## src/rtl/chbd_pkg.sv

```systemverilog
// ============================================================================
// chbd_pkg: shared types and constants for the chunked body decoder
// Holds the item and result structs, the parse phase and status codes, and
// the character constants used by the size-line parser.
// ============================================================================
`default_nettype none

package chbd_pkg;

    localparam int BYTE_W   = 8;
    localparam int STATUS_W = 3;
    localparam int LEN_W    = 32;
    localparam int HEX_BITS = 4;

    // Command codes of an input beat.
    localparam logic CMD_BYTE = 1'b0;
    localparam logic CMD_END  = 1'b1;

    // Characters the parser looks at.
    localparam logic [BYTE_W-1:0] CH_CR    = 8'h0D;
    localparam logic [BYTE_W-1:0] CH_LF    = 8'h0A;
    localparam logic [BYTE_W-1:0] CH_TAB   = 8'h09;
    localparam logic [BYTE_W-1:0] CH_SPACE = 8'h20;

    typedef enum logic [2:0] {
        PH_START = 3'd0,
        PH_LINE  = 3'd1,
        PH_OVF   = 3'd2,
        PH_DATA  = 3'd3,
        PH_DCR   = 3'd4,
        PH_DLF   = 3'd5,
        PH_DONE  = 3'd6
    } t_phase;

    typedef enum logic [STATUS_W-1:0] {
        ST_OK         = 3'd0,
        ST_CUT_LINE   = 3'd1,
        ST_EMPTY_LINE = 3'd2,
        ST_NO_DIGITS  = 3'd3,
        ST_CUT_DATA   = 3'd4,
        ST_NO_CRLF    = 3'd5,
        ST_OVERFLOW   = 3'd6
    } t_status;

    typedef struct packed {
        logic              command;
        logic [BYTE_W-1:0] data_byte;
    } t_item;

    typedef struct packed {
        logic                is_status;
        logic [BYTE_W-1:0]   payload_byte;
        logic [STATUS_W-1:0] status;
        logic [LEN_W-1:0]    decoded_length;
    } t_result;

endpackage

`default_nettype wire

```

## src/rtl/chbd_if.sv

```systemverilog
// ============================================================================
// chbd_if: valid/ready channels of the chunked body decoder
// The input channel carries body bytes and the end mark, the output channel
// carries decoded payload bytes and the final status beat.
// ============================================================================
`default_nettype none

interface chbd_in_if;
    logic                         valid;
    logic                         ready;
    logic                         command;
    logic [chbd_pkg::BYTE_W-1:0]  data_byte;

    modport source (output valid, output command, output data_byte, input ready);
    modport sink   (input valid, input command, input data_byte, output ready);
endinterface

interface chbd_out_if;
    logic                          valid;
    logic                          ready;
    logic                          is_status;
    logic [chbd_pkg::BYTE_W-1:0]   payload_byte;
    logic [chbd_pkg::STATUS_W-1:0] status;
    logic [chbd_pkg::LEN_W-1:0]    decoded_length;

    modport source (output valid, output is_status, output payload_byte,
                    output status, output decoded_length, input ready);
    modport sink   (input valid, input is_status, input payload_byte,
                    input status, input decoded_length, output ready);
endinterface

`default_nettype wire

```

## src/rtl/http_chunked_body_decoder_top.sv

```systemverilog
// ============================================================================
// http_chunked_body_decoder_top: HTTP/1.1 chunked body decoder
// Feed the raw message body one byte per input beat (command 0), then one
// end beat (command 1). The output channel carries each decoded payload
// byte (is_status 0) and, for the end beat, one status beat (is_status 1)
// with the outcome code and the saturating count of payload bytes.
// On a nonzero status the consumer drops the payload beats already taken.
// Timing: a beat accepted on i_in is held in the input register, and its
// result, if any, is loaded into the output register when the parser stage
// consumes the beat. One beat per cycle is sustained while o_out.ready is
// high; the single parser stage that updates the chunk state sets the rate.
// Reset (synchronous, active low) empties both registers and puts the
// parser at the start of a size line with no error and a zero count. After
// every end beat the parser returns to that state by itself.
// When the receiver holds o_out.ready low with a beat waiting, the parser
// stage stops and i_in.ready falls once the input register is also full;
// nothing is lost or repeated.
// ============================================================================
`default_nettype none

module http_chunked_body_decoder_top #(
    parameter int SIZE_BITS  = 32,
    parameter int COUNT_BITS = 32
) (
    input  wire logic   i_clk,
    input  wire logic   i_rst_n,
    chbd_in_if.sink     i_in,
    chbd_out_if.source  o_out
);

    logic              w_in_valid;
    chbd_pkg::t_item   w_item;
    logic              w_can_load;
    logic              w_fire;
    logic              w_res_valid;
    chbd_pkg::t_result w_res;

    // The parser consumes the held beat whenever the result register can load.
    assign w_fire = w_in_valid && w_can_load;

    chbd_in_reg u_in_reg (
        .i_clk     (i_clk),
        .i_rst_n   (i_rst_n),
        .i_in      (i_in),
        .i_advance (w_can_load),
        .o_valid   (w_in_valid),
        .o_item    (w_item)
    );

    chbd_core #(
        .SIZE_BITS  (SIZE_BITS),
        .COUNT_BITS (COUNT_BITS)
    ) u_core (
        .i_clk       (i_clk),
        .i_rst_n     (i_rst_n),
        .i_fire      (w_fire),
        .i_item      (w_item),
        .o_res_valid (w_res_valid),
        .o_res       (w_res)
    );

    chbd_out_reg u_out_reg (
        .i_clk       (i_clk),
        .i_rst_n     (i_rst_n),
        .i_res_valid (w_res_valid && w_fire),
        .i_res       (w_res),
        .o_can_load  (w_can_load),
        .o_out       (o_out)
    );

endmodule

`default_nettype wire

```

## src/rtl/chbd_in_reg.sv

```systemverilog
// ============================================================================
// chbd_in_reg: input register of the chunked body decoder
// Captures one beat from the input channel and holds it until the parser
// stage advances.
// ============================================================================
`default_nettype none

module chbd_in_reg (
    input  wire logic            i_clk,
    input  wire logic            i_rst_n,
    chbd_in_if.sink              i_in,
    input  wire logic            i_advance,
    output logic                 o_valid,
    output chbd_pkg::t_item      o_item
);

    logic            r_valid;
    chbd_pkg::t_item r_item;

    assign i_in.ready = !r_valid || i_advance;

    always_ff @(posedge i_clk) begin
        if (!i_rst_n) begin
            r_valid <= 1'b0;
        end else if (i_in.valid && i_in.ready) begin
            r_valid <= 1'b1;
        end else if (i_advance) begin
            r_valid <= 1'b0;
        end
    end

    always_ff @(posedge i_clk) begin
        if (i_in.valid && i_in.ready) begin
            r_item.command   <= i_in.command;
            r_item.data_byte <= i_in.data_byte;
        end
    end

    assign o_valid = r_valid;
    assign o_item  = r_item;

endmodule

`default_nettype wire

```

## src/rtl/chbd_core.sv

```systemverilog
// ============================================================================
// chbd_core: chunk parser state of the chunked body decoder
// Advances the parse state by one registered beat per cycle while i_fire
// is high and forms the result beat (payload byte or final status) it causes.
// ============================================================================
`default_nettype none

module chbd_core #(
    parameter int SIZE_BITS,
    parameter int COUNT_BITS
) (
    input  wire logic             i_clk,
    input  wire logic             i_rst_n,
    input  wire logic             i_fire,
    input  wire chbd_pkg::t_item  i_item,
    output logic                  o_res_valid,
    output chbd_pkg::t_result     o_res
);

    // Returns {is_hex, value}.
    function automatic logic [chbd_pkg::HEX_BITS:0] hex_val(
        input logic [chbd_pkg::BYTE_W-1:0] c
    );
        logic [chbd_pkg::HEX_BITS:0] v;
        v = '0;
        if (c >= 8'h30 && c <= 8'h39) begin
            v = {1'b1, 4'(c - 8'h30)};
        end else if (c >= 8'h61 && c <= 8'h66) begin
            v = {1'b1, 4'(c - 8'h57)};
        end else if (c >= 8'h41 && c <= 8'h46) begin
            v = {1'b1, 4'(c - 8'h37)};
        end
        return v;
    endfunction

    function automatic logic is_blank(input logic [chbd_pkg::BYTE_W-1:0] c);
        return (c == chbd_pkg::CH_SPACE) || (c >= chbd_pkg::CH_TAB && c <= chbd_pkg::CH_CR);
    endfunction

    chbd_pkg::t_phase        r_phase, n_phase;
    logic                    r_cr_pending, n_cr_pending;
    logic                    r_digit_seen, n_digit_seen;
    logic                    r_digits_closed, n_digits_closed;
    logic [SIZE_BITS-1:0]    r_chunk, n_chunk;
    chbd_pkg::t_status       r_error, n_error;
    logic [COUNT_BITS-1:0]   r_byte_total, n_byte_total;

    logic [COUNT_BITS+chbd_pkg::LEN_W-1:0] w_total_ext;
    assign w_total_ext = {{chbd_pkg::LEN_W{1'b0}}, r_byte_total};

    always_comb begin
        logic [chbd_pkg::BYTE_W-1:0]  b;
        logic [chbd_pkg::HEX_BITS:0]  hx;
        chbd_pkg::t_phase             p1;
        logic                         dc1;
        chbd_pkg::t_status            st;

        b   = i_item.data_byte;
        hx  = hex_val(b);
        p1  = r_phase;
        dc1 = r_digits_closed;
        st  = r_error;

        n_phase         = r_phase;
        n_cr_pending    = r_cr_pending;
        n_digit_seen    = r_digit_seen;
        n_digits_closed = r_digits_closed;
        n_chunk         = r_chunk;
        n_error         = r_error;
        n_byte_total    = r_byte_total;
        o_res_valid     = 1'b0;
        o_res           = '0;

        if (!i_fire) begin
            // Nothing to do this cycle.
        end else if (i_item.command == chbd_pkg::CMD_END) begin
            if (r_error == chbd_pkg::ST_OK) begin
                unique case (r_phase) inside
                    chbd_pkg::PH_START:
                        st = r_cr_pending ? chbd_pkg::ST_CUT_LINE : chbd_pkg::ST_OK;
                    chbd_pkg::PH_LINE, chbd_pkg::PH_OVF:
                        st = chbd_pkg::ST_CUT_LINE;
                    chbd_pkg::PH_DATA:
                        st = chbd_pkg::ST_CUT_DATA;
                    chbd_pkg::PH_DCR, chbd_pkg::PH_DLF:
                        st = chbd_pkg::ST_NO_CRLF;
                    default:
                        st = chbd_pkg::ST_OK;
                endcase
            end
            o_res_valid          = 1'b1;
            o_res.is_status      = 1'b1;
            o_res.status         = st;
            o_res.decoded_length = w_total_ext[chbd_pkg::LEN_W-1:0];
            // Back to the reset state for the next body.
            n_phase         = chbd_pkg::PH_START;
            n_cr_pending    = 1'b0;
            n_digit_seen    = 1'b0;
            n_digits_closed = 1'b0;
            n_chunk         = '0;
            n_error         = chbd_pkg::ST_OK;
            n_byte_total    = '0;
        end else if (r_error == chbd_pkg::ST_OK) begin
            unique case (r_phase) inside
                chbd_pkg::PH_START, chbd_pkg::PH_LINE, chbd_pkg::PH_OVF: begin
                    if (r_cr_pending && b == chbd_pkg::CH_LF) begin
                        // CR LF closes the size line.
                        if (r_phase == chbd_pkg::PH_START) begin
                            n_error = chbd_pkg::ST_EMPTY_LINE;
                        end else if (r_phase == chbd_pkg::PH_OVF) begin
                            n_error = chbd_pkg::ST_OVERFLOW;
                        end else if (!r_digit_seen) begin
                            n_error = chbd_pkg::ST_NO_DIGITS;
                        end else if (r_chunk == '0) begin
                            n_phase = chbd_pkg::PH_DONE;
                        end else begin
                            n_phase = chbd_pkg::PH_DATA;
                        end
                        n_cr_pending    = 1'b0;
                        n_digit_seen    = 1'b0;
                        n_digits_closed = 1'b0;
                    end else begin
                        // A pending CR not followed by LF counts as a blank line byte.
                        if (r_cr_pending) begin
                            if (r_phase == chbd_pkg::PH_START) begin
                                p1 = chbd_pkg::PH_LINE;
                            end
                            if (p1 != chbd_pkg::PH_OVF) begin
                                dc1 = r_digits_closed | r_digit_seen;
                            end
                        end
                        n_phase         = p1;
                        n_digits_closed = dc1;
                        if (b == chbd_pkg::CH_CR) begin
                            n_cr_pending = 1'b1;
                        end else begin
                            n_cr_pending = 1'b0;
                            if (p1 == chbd_pkg::PH_START) begin
                                n_phase = chbd_pkg::PH_LINE;
                            end
                            if (n_phase != chbd_pkg::PH_OVF && !dc1) begin
                                if (hx[chbd_pkg::HEX_BITS]) begin
                                    if (r_chunk[SIZE_BITS-1 -: chbd_pkg::HEX_BITS] != '0) begin
                                        n_phase = chbd_pkg::PH_OVF;
                                    end else begin
                                        n_chunk = {r_chunk[SIZE_BITS-chbd_pkg::HEX_BITS-1:0],
                                                   hx[chbd_pkg::HEX_BITS-1:0]};
                                        n_digit_seen = 1'b1;
                                    end
                                end else if (!(is_blank(b) && !r_digit_seen)) begin
                                    n_digits_closed = 1'b1;
                                end
                            end
                        end
                    end
                end
                chbd_pkg::PH_DATA: begin
                    o_res_valid        = 1'b1;
                    o_res.payload_byte = b;
                    if (r_byte_total != '1) begin
                        n_byte_total = r_byte_total + 1'b1;
                    end
                    n_chunk = r_chunk - 1'b1;
                    if (r_chunk == SIZE_BITS'(1)) begin
                        n_phase = chbd_pkg::PH_DCR;
                    end
                end
                chbd_pkg::PH_DCR: begin
                    if (b == chbd_pkg::CH_CR) begin
                        n_phase = chbd_pkg::PH_DLF;
                    end else begin
                        n_error = chbd_pkg::ST_NO_CRLF;
                    end
                end
                chbd_pkg::PH_DLF: begin
                    if (b == chbd_pkg::CH_LF) begin
                        n_phase = chbd_pkg::PH_START;
                    end else begin
                        n_error = chbd_pkg::ST_NO_CRLF;
                    end
                end
                default: begin
                    // After the last chunk every byte is ignored.
                end
            endcase
        end
    end

    always_ff @(posedge i_clk) begin
        if (!i_rst_n) begin
            r_phase         <= chbd_pkg::PH_START;
            r_cr_pending    <= 1'b0;
            r_digit_seen    <= 1'b0;
            r_digits_closed <= 1'b0;
            r_chunk         <= '0;
            r_error         <= chbd_pkg::ST_OK;
            r_byte_total    <= '0;
        end else begin
            r_phase         <= n_phase;
            r_cr_pending    <= n_cr_pending;
            r_digit_seen    <= n_digit_seen;
            r_digits_closed <= n_digits_closed;
            r_chunk         <= n_chunk;
            r_error         <= n_error;
            r_byte_total    <= n_byte_total;
        end
    end

endmodule

`default_nettype wire

```

## src/rtl/chbd_out_reg.sv

```systemverilog
// ============================================================================
// chbd_out_reg: result register of the chunked body decoder
// Holds one result beat for the output channel and tells the parser stage
// when it may advance.
// ============================================================================
`default_nettype none

module chbd_out_reg (
    input  wire logic               i_clk,
    input  wire logic               i_rst_n,
    input  wire logic               i_res_valid,
    input  wire chbd_pkg::t_result  i_res,
    output logic                    o_can_load,
    chbd_out_if.source              o_out
);

    logic              r_valid;
    chbd_pkg::t_result r_res;

    assign o_can_load = !r_valid || o_out.ready;

    always_ff @(posedge i_clk) begin
        if (!i_rst_n) begin
            r_valid <= 1'b0;
        end else if (o_can_load) begin
            r_valid <= i_res_valid;
        end
    end

    always_ff @(posedge i_clk) begin
        if (o_can_load && i_res_valid) begin
            r_res <= i_res;
        end
    end

    assign o_out.valid          = r_valid;
    assign o_out.is_status      = r_res.is_status;
    assign o_out.payload_byte   = r_res.payload_byte;
    assign o_out.status         = r_res.status;
    assign o_out.decoded_length = r_res.decoded_length;

endmodule

`default_nettype wire
```

## src/flat_wrapper.sv

```systemverilog
// flat-port wrapper written by rule: the top's interface ports become plain ports
module http_chunked_body_decoder_top_flat 
#(
    parameter int SIZE_BITS  = 32,
    parameter int COUNT_BITS = 32
)
  (i_clk, i_rst_n, i_in_valid, i_in_command, i_in_data_byte, i_in_ready, o_out_valid, o_out_is_status, o_out_payload_byte, o_out_status, o_out_decoded_length, o_out_ready);
  chbd_in_if i_in_i ();
  chbd_out_if o_out_i ();
  input  wire logic i_clk;
  input  wire logic i_rst_n;
  input wire logic [$bits(i_in_i.valid)-1:0] i_in_valid;
  input wire logic [$bits(i_in_i.command)-1:0] i_in_command;
  input wire logic [$bits(i_in_i.data_byte)-1:0] i_in_data_byte;
  output wire logic [$bits(i_in_i.ready)-1:0] i_in_ready;
  output wire logic [$bits(o_out_i.valid)-1:0] o_out_valid;
  output wire logic [$bits(o_out_i.is_status)-1:0] o_out_is_status;
  output wire logic [$bits(o_out_i.payload_byte)-1:0] o_out_payload_byte;
  output wire logic [$bits(o_out_i.status)-1:0] o_out_status;
  output wire logic [$bits(o_out_i.decoded_length)-1:0] o_out_decoded_length;
  input wire logic [$bits(o_out_i.ready)-1:0] o_out_ready;
  assign i_in_i.valid = i_in_valid;
  assign i_in_i.command = i_in_command;
  assign i_in_i.data_byte = i_in_data_byte;
  assign i_in_ready = i_in_i.ready;
  assign o_out_valid = o_out_i.valid;
  assign o_out_is_status = o_out_i.is_status;
  assign o_out_payload_byte = o_out_i.payload_byte;
  assign o_out_status = o_out_i.status;
  assign o_out_decoded_length = o_out_i.decoded_length;
  assign o_out_i.ready = o_out_ready;
  http_chunked_body_decoder_top #(.SIZE_BITS(SIZE_BITS), .COUNT_BITS(COUNT_BITS)) u_core (.i_clk(i_clk), .i_rst_n(i_rst_n), .i_in(i_in_i), .o_out(o_out_i));
endmodule
```

## config.mk

```make
export PLATFORM = sky130hd
export DESIGN_NAME = http_chunked_body_decoder_top_flat
export DESIGN_NICKNAME = d
export VERILOG_FILES = /design/src/rtl/chbd_pkg.sv /design/src/rtl/chbd_if.sv /design/src/rtl/http_chunked_body_decoder_top.sv /design/src/rtl/chbd_in_reg.sv /design/src/rtl/chbd_core.sv /design/src/rtl/chbd_out_reg.sv /design/src/flat_wrapper.sv
export SDC_FILE = /design/constraint.sdc
export NUM_CORES = 1
export LEC_CHECK = 0
export BUFFER_PORTS_ARGS = -buffer_cell sky130_fd_sc_hd__buf_2
export CAP_MARGIN = 20
export CELL_PAD_IN_SITES_DETAIL_PLACEMENT = 0
export CELL_PAD_IN_SITES_GLOBAL_PLACEMENT = 1
export CORE_MARGIN = 2
export CORE_UTILIZATION = 25
export DETAILED_ROUTE_END_ITERATION = 8
export GPL_TIMING_DRIVEN = 0
export PLACE_DENSITY = 0.56
export SLEW_MARGIN = 20
export SYNTH_ARGS = -nofsm -noshare
export SYNTH_HDL_FRONTEND = slang
export SYNTH_SLANG_ARGS = --single-unit
```

## constraint.sdc

```tcl
create_clock -name i_clk -period 3.5 [get_ports i_clk]
set_input_delay 0.35 -clock i_clk [delete_from_list [all_inputs] [get_ports i_clk]]
set_output_delay 0.35 -clock i_clk [all_outputs]
set_load 0.02 [all_outputs]
```

==> flow_summary.rst <==
.. list-table::
   :header-rows: 1

   * - Metric
     - Value
   * - CP max-delay cell
     - sky130_fd_sc_hd__clkbuf_1
   * - Highest cell delay on the worst timing path
     - 0.59 ns
   * - Shortest clock period the worst path allows after layout
     - 3.201 ns
   * - Sum of net half-perimeters after detailed placement
     - 14.78 mm
   * - Comb power frac
     - 8.4%
   * - Storage cell area
     - 3093 um^2
   * - Max Transition Viols Final
     - 0
   * - Number of storage elements in the synthesis netlist
     - 128
   * - Mapped cell area
     - 6741 um^2
   * - CTS buffer count
     - 17
   * - Antenna violations before repair
     - 0
   * - Power per cell area
     - 458.8 nW/um^2
   * - Global routing usage on met3
     - 2.844%
   * - Sequential area share after synthesis
     - 45.88%
   * - Aggregate negative setup slack
     - 0 ns
   * - Tightest Hold Check Type
     - in2reg
   * - DIE HEIGHT
     - 168.2 um
   * - CP Data Arrival Time
     - 3.33 ns
   * - Post-synthesis area per instance
     - 8.989 um^2
   * - Area of the die
     - 28290 um^2
   * - Number of clock sinks seen by CTS
     - 128
   * - Initial standard-cell utilization of the core
     - 25.22%
   * - Post-route fraction of the period consumed by the critical path
     - 91.45%
   * - Highest clock frequency the design can meet
     - 312.4 MHz
   * - Post-Layout Inst Area
     - 8061 um^2
   * - Count of different cell masters after synthesis
     - 72
   * - Share of async-settable or async-resettable flops after synthesis
     - 0%
   * - Total routing usage reported by global routing
     - 15.16%
   * - Largest voltage drop on the vdd net
     - 254.8 uV
   * - Worst-Skew Late Latency
     - 0.43 ns
   * - Gp weighted congestion
     - 0.8536
   * - Result of the run
     - finished clean
   * - Port-buffer cells
     - 58
   * - Setup CP Type
     - reg2reg
   * - Global-route met1 utilization
     - 20.95%
   * - Vias in the first global route
     - 5744
   * - Number of endpoints with negative hold slack in the final report
     - 0
   * - Total overflow reported by the global router
     - 0
   * - Cell leakage power
     - 2.957 nW
   * - Drt initial violations
     - 444
   * - Clock root buffer
     - sky130_fd_sc_hd__clkbuf_16
   * - Die boundary width
     - 168.2 um
   * - Routed wirelength normalized by instance count
     - 18.19 um
   * - GR peak layer
     - met2
   * - Detailed-router iteration count before antenna repair
     - 5
   * - Switching power of the nets
     - 970.3 uW
   * - Proportion of power drawn by flip-flops and latches
     - 43.2%
   * - Max cap viols
     - 0
   * - CP Cell Sequence
     - clkbuf_1, inv_2, nand3_1, clkbuf_1, clkbuf_1, nand2_1, a21oi_1, nor2_1
   * - Final net count
     - 848
   * - Area of combinational cells with multiple inputs
     - 3390 um^2
   * - Final setup violation count
     - 0
   * - Number of nets in the synthesized netlist
     - 770
   * - CP Launch Type
     - flip-flop
   * - Number of diodes added for antenna fixing
     - 0
   * - Kind of end point of the critical path
     - flip-flop
   * - Boundary pin count
     - 59
   * - Register clock-pin slew on the reported worst setup and hold paths
     - 0.06 ns
   * - Ys Warns
     - 0
   * - Core Region
     - 26730 um^2
   * - Post-route clock skew
     - 0.008308 ns
   * - Synth Flop Type
     - sky130_fd_sc_hd__dfxtp_1
   * - Maximum number of pins on one net before global-route repair
     - 46
   * - Total routed wirelength
     - 21.48 mm
   * - Unrepaired setup endpoints after global routing
     - no
   * - Fillers
     - 2903
   * - Max transition margin
     - 35.54%
   * - Clk buf depth
     - 2
   * - Relative area change from synthesis to final layout
     - 19.58%
   * - Required time reported for the critical path endpoint
     - 3.63 ns
   * - Placement Rows
     - 60
   * - Least setup slack across all paths after layout
     - 0.2994 ns
   * - Via count of the routed design
     - 6045
   * - Fraction of met2 tracks used by global routing
     - 23.17%
   * - Dpl ws
     - 0.2231 ns
   * - Actual transition at the worst max-transition pin
     - 0.9535 ns
   * - Number of flops mapped to enable cells by yosys
     - 53
   * - Total power consumption of the routed design
     - 3.698 mW
   * - Gate count of the mapped netlist
     - 750
   * - Peak fanout along the critical path
     - 10
   * - CP most frequent cell
     - sky130_fd_sc_hd__clkbuf_1
   * - Number of nets with antenna violations after detailed routing
     - 0
   * - Layout cell share with drive strength beyond 1
     - 13.57%
   * - Clock network fraction of design power
     - 48.3%
   * - Internal Dissipation
     - 2.728 mW
   * - CTS H-Tree Depth
     - 4
   * - Post-route DRC violation count
     - 0
   * - Placed inst area
     - 7471 um^2
   * - Clock tree from TritonCTS
     - built
   * - First-pass GRT wire length
     - 33.33 mm
   * - Mean number of vias per cell
     - 5.119
   * - Switching part of the total
     - 26.24%
-- registers in the layout, indices dropped and copies added (netlist names) --
name                                   cells
u_core.u_in_reg.o_item                     9
u_core.u_in_reg.o_valid                    1
u_core.u_core.r_cr_pending                 1
u_core.u_core.r_digit_seen                 1
u_core.u_core.r_error                      3
u_core.u_core.r_phase                      3
u_core.u_out_reg.o_out.valid               1
u_core.u_out_reg.o_out.status              3
u_core.u_core.r_byte_total                32
u_core.u_core.r_chunk                     32
u_core.u_out_reg.o_out.is_status           1
u_core.u_out_reg.o_out.payload_byte        8
u_core.u_out_reg.o_out.decoded_length     32
u_core.u_core.r_digits_closed              1
-- placed cells by master (no fill, tap or decap), drive strengths merged, types with 7 or more instances in the layout --
| master | instances |
|---|---|
| nor2 | 87 |
| dfxtp | 75 |
| buf | 71 |
| nand2 | 60 |
| clkbuf | 55 |
| edfxtp | 53 |
| a21oi | 42 |
| and2 | 39 |
| o21ai | 34 |
| nand3 | 31 |
| nor3 | 31 |
| inv | 22 |
| nand4 | 14 |
| xnor2 | 12 |
| xor2 | 12 |
| or3 | 12 |
| nor4 | 10 |
| a31oi | 10 |
| nand2b | 9 |
| o211ai | 9 |
| o22ai | 9 |
| o31ai | 8 |
| or4 | 8 |
| nor2b | 7 |
| and3 | 7 |
| o2111ai | 7 |
| ha | 7 |
-- synthesized netlist by cell type (14+ instances only) --
cell type                  number  area share, %
sky130_fd_sc_hd__nor3_1        29            2.2
sky130_fd_sc_hd__a21oi_1       42            3.1
sky130_fd_sc_hd__nand2_1       60            3.3
sky130_fd_sc_hd__inv_1         16           0.89
sky130_fd_sc_hd__nand4_1       14            1.3
sky130_fd_sc_hd__and2_1        39            3.6
sky130_fd_sc_hd__edfxtp_1      53             24
sky130_fd_sc_hd__nor2_1        87            4.8
sky130_fd_sc_hd__clkbuf_1      38            2.1
sky130_fd_sc_hd__dfxtp_1       75             22
sky130_fd_sc_hd__nand3_1       31            2.3
sky130_fd_sc_hd__o21ai_1       18            1.3
sky130_fd_sc_hd__o21ai_0       16            1.2
-- final timing paths --
check                                     start                          endpoint  slack [ns]  depth (start not counted)
setup / recovery       u_core.u_core.r_phase[2]  u_core.u_out_reg.o_out.status[2]        0.30                          8
hold / removal                i_in_data_byte[5]         u_core.u_in_reg.o_item[5]        0.09                          1
setup reg to reg       u_core.u_core.r_phase[2]  u_core.u_out_reg.o_out.status[2]        0.30                          8
hold reg to reg   u_core.u_core.r_digits_closed     u_core.u_core.r_digits_closed        0.48                          2
-- final cells by class --
| class | count | share of cell area (%) |
|---|---|---|
| Timing Repair Buffer | 59 | 3.694 |
| Inverter | 18 | 0.8381 |
| Clock buffer | 17 | 5.277 |
| Tap cell | 341 | 5.293 |
| Multi-Input combinational cell | 554 | 42.05 |
| Sequential cell | 128 | 38.37 |
| Buffer | 50 | 2.530 |
| Clock inverter | 14 | 1.956 |
-- timing repair --
| action | 4_1_cts | 5_1_grt |
|---|---|---|
| setup endpoints to repair | 0 | 3 |
| setup buffers | 0 | 1 |
| hold endpoints to repair | 0 | 0 |
| hold buffers | 0 | 0 |
| gates resized for setup | 0 | 0 |
-- critical path: cells and delay by family (launching register included) --
kind	cells	cell delay (ns)
buffers and inverters	4	1.63
AND/OR/NAND/NOR	3	0.69
flip-flops	1	0.35
AO/OA/AOI/OAI	1	0.23
-- power by group through the flow --
stage / registers, mW / clock network (mW) / logic [mW]
finish: 1.60 / 1.79 / 0.312
global route: 1.60 / 1.89 / 0.338
CTS: 1.60 / 1.82 / 0.310
detailed placement: 1.63 / 0 / 0.308
global placement: 1.63 / 0 / 0.311
floorplan: 1.63 / 0 / 0.201
-- through the flow --
step	cells	hold WS [ns]	util (%)
2_1_floorplan	750	0.4376	-
3_3_place_gp	1149	0.4588	27.91
3_5_place_dp	1149	0.4689	27.95
4_1_cts	1180	0.08087	30.14
5_1_grt	1181	0.07574	30.16
6_report	1181	0.09349	30.16
-- cells by family (layout without fill, tap and decap cells) --
family          count (synthesis)  count (layout)  share of synthesized area (%)
compound gates                178             178                          18.65
xor+xnor                       24              24                          3.118
fa+ha+maj                       7               7                          1.299
buf+inv                        68             158                          4.027
flops                         128             128                          45.88
mux                             2               2                         0.2970
simple gates                  343             343                          26.73
-- per-layer routing --
metal | part of all wire [%] | wire length, um
met1 | 49 | 10510
met2 | 44 | 9460
met3 | 4.3 | 931
met4 | 2.7 | 575
met5 | 0 | 0
(Power assumes the default switching activity.)
